--- config.mk ---
export PLATFORM = sky130hd
export DESIGN_NAME = ssirq_cell
export DESIGN_NICKNAME = d
export VERILOG_FILES = /design/src/rtl/core/sorted_set_insert_rank_query_macros.svh /design/src/rtl/core/ssirq_pkg.sv /design/src/rtl/core/ssirq_cell.sv
export SDC_FILE = /design/constraint.sdc
export NUM_CORES = 1
export LEC_CHECK = 0
export BUFFER_PORTS_ARGS = -buffer_cell sky130_fd_sc_hd__buf_2
export CORE_MARGIN = 4
export CORE_UTILIZATION = 43
export CTS_CLUSTER_DIAMETER = 200
export DETAILED_ROUTE_END_ITERATION = 8
export GPL_TIMING_DRIVEN = 0
export PLACE_DENSITY_LB_ADDON = 0.3
export RECOVER_POWER = 25
export SYNTH_ARGS = -nofsm -noshare
export SYNTH_HDL_FRONTEND = slang
export SYNTH_SLANG_ARGS = --single-unit
--- constraint.sdc ---
create_clock -name clk -period 2.6 [get_ports clk]
set_input_delay 0.26 -clock clk [delete_from_list [all_inputs] [get_ports clk]]
set_output_delay 0.26 -clock clk [all_outputs]
set_load 0.05 [all_outputs]
--- src/rtl/core/sorted_set_insert_rank_query_macros.svh ---
// Assertion macros shared by the block's checking code.
`ifndef SORTED_SET_INSERT_RANK_QUERY_MACROS_SVH
`define SORTED_SET_INSERT_RANK_QUERY_MACROS_SVH

// Checked on every clock edge outside reset.
`define SSIRQ_ASSERT(lbl, prop, msg) \
	lbl: assert property (@(posedge clk) disable iff (!arst_n) prop) else $error(msg);

// Checked on every clock edge, reset included.
`define SSIRQ_ASSERT_ALWAYS(lbl, prop, msg) \
	lbl: assert property (@(posedge clk) prop) else $error(msg);

`endif

--- src/rtl/core/ssirq_pkg.sv ---
package ssirq_pkg;

	localparam int CAPACITY_DEFAULT = 256;
	localparam int KEY_W = 32;
	localparam int RANK_W = 9;
	localparam int STATUS_W = 3;

	localparam logic FUNC_INSERT = 1'b0;
	localparam logic FUNC_QUERY = 1'b1;

	typedef enum logic [STATUS_W-1:0] {
		ST_INSERTED = 3'd0,
		ST_DUPLICATE = 3'd1,
		ST_FULL = 3'd2,
		ST_FOUND = 3'd3,
		ST_NOT_FOUND = 3'd4
	} status_t;

	typedef struct packed {
		logic cmp_en;
		logic ins_en;
	} cell_ctrl_t;

endpackage

--- src/rtl/core/ssirq_cell.sv ---
module ssirq_cell
	import ssirq_pkg::*;
#(
	parameter int IDX = 0,
	parameter int CW = 9
) (
	input logic clk,
	input cell_ctrl_t ctrl,
	input logic signed [KEY_W-1:0] in_key,
	input logic signed [KEY_W-1:0] new_key,
	input logic [CW-1:0] count,
	input logic signed [KEY_W-1:0] left_key,
	input logic left_lt,
	output logic signed [KEY_W-1:0] key_q,
	output logic lt_s1,
	output logic eq_s1
);

	logic occupied;

	assign occupied = CW'(IDX) < count;

	always_ff @(posedge clk) begin
		if (ctrl.cmp_en) begin
			lt_s1 <= occupied && (key_q < in_key);
			eq_s1 <= occupied && (key_q == in_key);
		end
		if (ctrl.ins_en && !lt_s1) begin
			key_q <= left_lt ? new_key : left_key;
		end
	end

endmodule

==> impl_metrics.yaml <==
layout:
  seq_area_um2: 1020
  post-route-util_pct: 61.2
  fill_cells: 479
  final_cells: 414
  final_cell_area_um2: 3120
  layout.nets: 484
  layout-drive-gt1-share_pct: 46.8
  area_growth_pct: 37.7
  n_antenna_cell: 0
  multi_input_area_um2: 1110
synthesis:
  synth_fp_nets: 336
  synth_most_common_cell: "inv_1"
  synth_common_cells: "35 x inv_1, 34 x edfxtp_1, 33 x mux2_2"
  synth_cell_type_count: 26
  synth_seq_cells: 34
  ys_async_sr_fraction_pct: 0
  ys.warnings.count: 0
  yosysTopAreaCell: "edfxtp_1"
  synth-main-ff-cell: "edfxtp_1"
  synth_cells: 195
  synth.area.top_cells: "edfxtp_1 45%, ha_1 18%, mux2_2 16%"
  syn_area_um2: 2270
  syn_area_per_cell_um2: 11.6
  ys_seq_area_share_pct: 45.0
  synth_edf_count: 34
  synth_top_area_share_pct: 45.0
worst_setup_path:
  arrival_ps: 2300
  crit_fanout: 3
  reg2reg_depth: 6
  max_stage_delay_ps: 440
  critPathSlowestCell: "nor4_1"
  crit_path_cell_trace: "ha_1 > nand4_1 > nor4_1 > o21ai_0 > a31oi_1 > mux2_2"
  start_kind: "flop"
  worstSetupEndpointType: "flop"
  path_class: "flop to flop"
  critPathRequiredTime_ps: 2640
global_routing:
  gr-total-overflow: 0
  grt_max_degree: 33
  grt_pass1_wl_um: 8260
  antenna_found_initial: 0
  grt_pass1_vias: 1907
  global_route.usage.total_pct: 16.4
die:
  dieArea_um2: 6500
  io_pins: 143
  coreArea_um2: 5110
  dieWidth_um: 80.7
  start_util_pct: 44.4
  fp.dieH_um: 80.7
  num_rows: 26
power:
  total_power_w: 0.00148
  powerDensity_nw_per_um2: 473
  p_leak_nw: 1.52
  ir_drop_mv: 0.336
detailed_routing:
  routed_wirelength_um: 5550
  drtPass1Iterations: 4
  vias: 1969
  remaining_drc_errors: 0
  via_per_inst: 4.76
  post_drt_wl_per_cell_um: 13.4
  antenna_left: 0
  drt_iter0_drc: 56
placement:
  place_congestion: 0.715
  place_area_um2: 3070
  place_inst: 406
  post-place-ws_ps: 307
  dp_hpwl_um: 4680
  port_buffers: 141
sta:
  setup_violations: 0
  final_max_slew_viol_count: 0
  period_minus_slack_ps: 2260
  slew_headroom_pct: 37.9
  finalWorstSetupSlack_ps: 336
  finalCritPeriodShare_pct: 87.1
  skew_ps: 6.39
  fmax_ghz: 0.442
  worstMarginPinSlew_ps: 930
  hold_viol_final: 0
  rsz0062_at_grt: "false"
clocking:
  cts.clk_slew.worst_paths_ps: 70
  clk_latency_ps: 280
  cts_buffers: 5
  cts_tree: "built"
  cts_buffer_depth: 2
  cts-resized-gates: 0
  cts_max_level: 2
  cts_hold_buf: 0
  clock-sinks: 34
  cts_setup_buffers: 0
  cts_root_buf: "clkbuf_8"
hold_path:
  hp-class: "input pin to flop"
  holdPathStages: 1
outcome:
  status: "finished, final reports clean"
flow_run:
  drv_cap: 0
==> cell type report <==
class,instances,area share (%)
plain buffers,4,0.481
clock buffers,6,2.32
clock inverters,2,0.280
inverters,35,4.21
multi-input cells,122,35.5
flip-flops and latches,34,32.7
well taps,70,2.80
repair buffers,141,21.7
==> cell usage in the layout, fill, tap and decap left out, drive strengths merged <==
cell,n
edfxtp,34
nand3,1
a211oi,1
buf,122
clkbuf,29
o31a,1
o21ai,6
clkinv,2
inv,35
a2111oi,1
nand4,6
nor4b,1
mux2,33
or4,1
a31oi,1
nor4,5
or3,1
a21oi,13
nor2b,3
a21boi,1
nor2,3
ha,32
a21o,1
nand2b,1
nand2,10
==> power breakdown <==
part	internal, W	total (W)	switching, W
Combinational	0.000169	0.000434	0.000265
Clock	0.000184	0.000367	0.000184
Sequential	0.000656	0.000677	0.0000206
==> flip-flops by register name, indices dropped and copies added (netlist names) <==
| signal | count |
|---|---|
| key_q | 32 |
| eq_s1 | 1 |
| lt_s1 | 1 |
==> cells by family (layout without fill, tap and decap cells) <==
family                     after synthesis  after routing  synth area share [%]
AOI/OAI and AO/OA                       25             25                  6.23
adders and majority gates               32             32                  17.6
buffers and inverters                   39            188                  6.45
DFF                                     34             34                  45.0
muxes                                   33             33                  16.4
and+or+nand+nor                         32             32                  8.32
==> metal layers <==
metal | track usage (%) | routed length (µm)
met4 | 5.07 | 61
met1 | 18.9 | 2210
met5 | 0 | 0
met3 | 2.91 | 425
met2 | 30.6 | 2840
==> critical path: cells and delay by family, from the launching register on <==
| kind | cells | cell delay, ps |
|---|---|---|
| AO/OA/AOI/OAI | 2 | 330 |
| adder cells (fa/ha/maj) | 1 | 340 |
| flip-flops | 1 | 400 |
| multiplexers | 1 | 350 |
| AND/OR/NAND/NOR | 2 | 600 |
==> path summary, 6_finish.rpt <==
path | startpoint | to | slack, ps
worst min-delay path | ctrl[1] | lt_s1 | 220
worst min register to register | lt_s1 | key_q[14] | 820
worst max register to register | key_q[15] | lt_s1 | 340
worst max-delay path | key_q[15] | lt_s1 | 340
==> metrics by stage <==
stage,hold slack (ps),TNS [ps]
finish,221,0
global route,235,0
CTS,184,0
detailed placement,481,0
global placement,477,-10790
floorplan,372,0
Power figures use the tool's default switching activity.
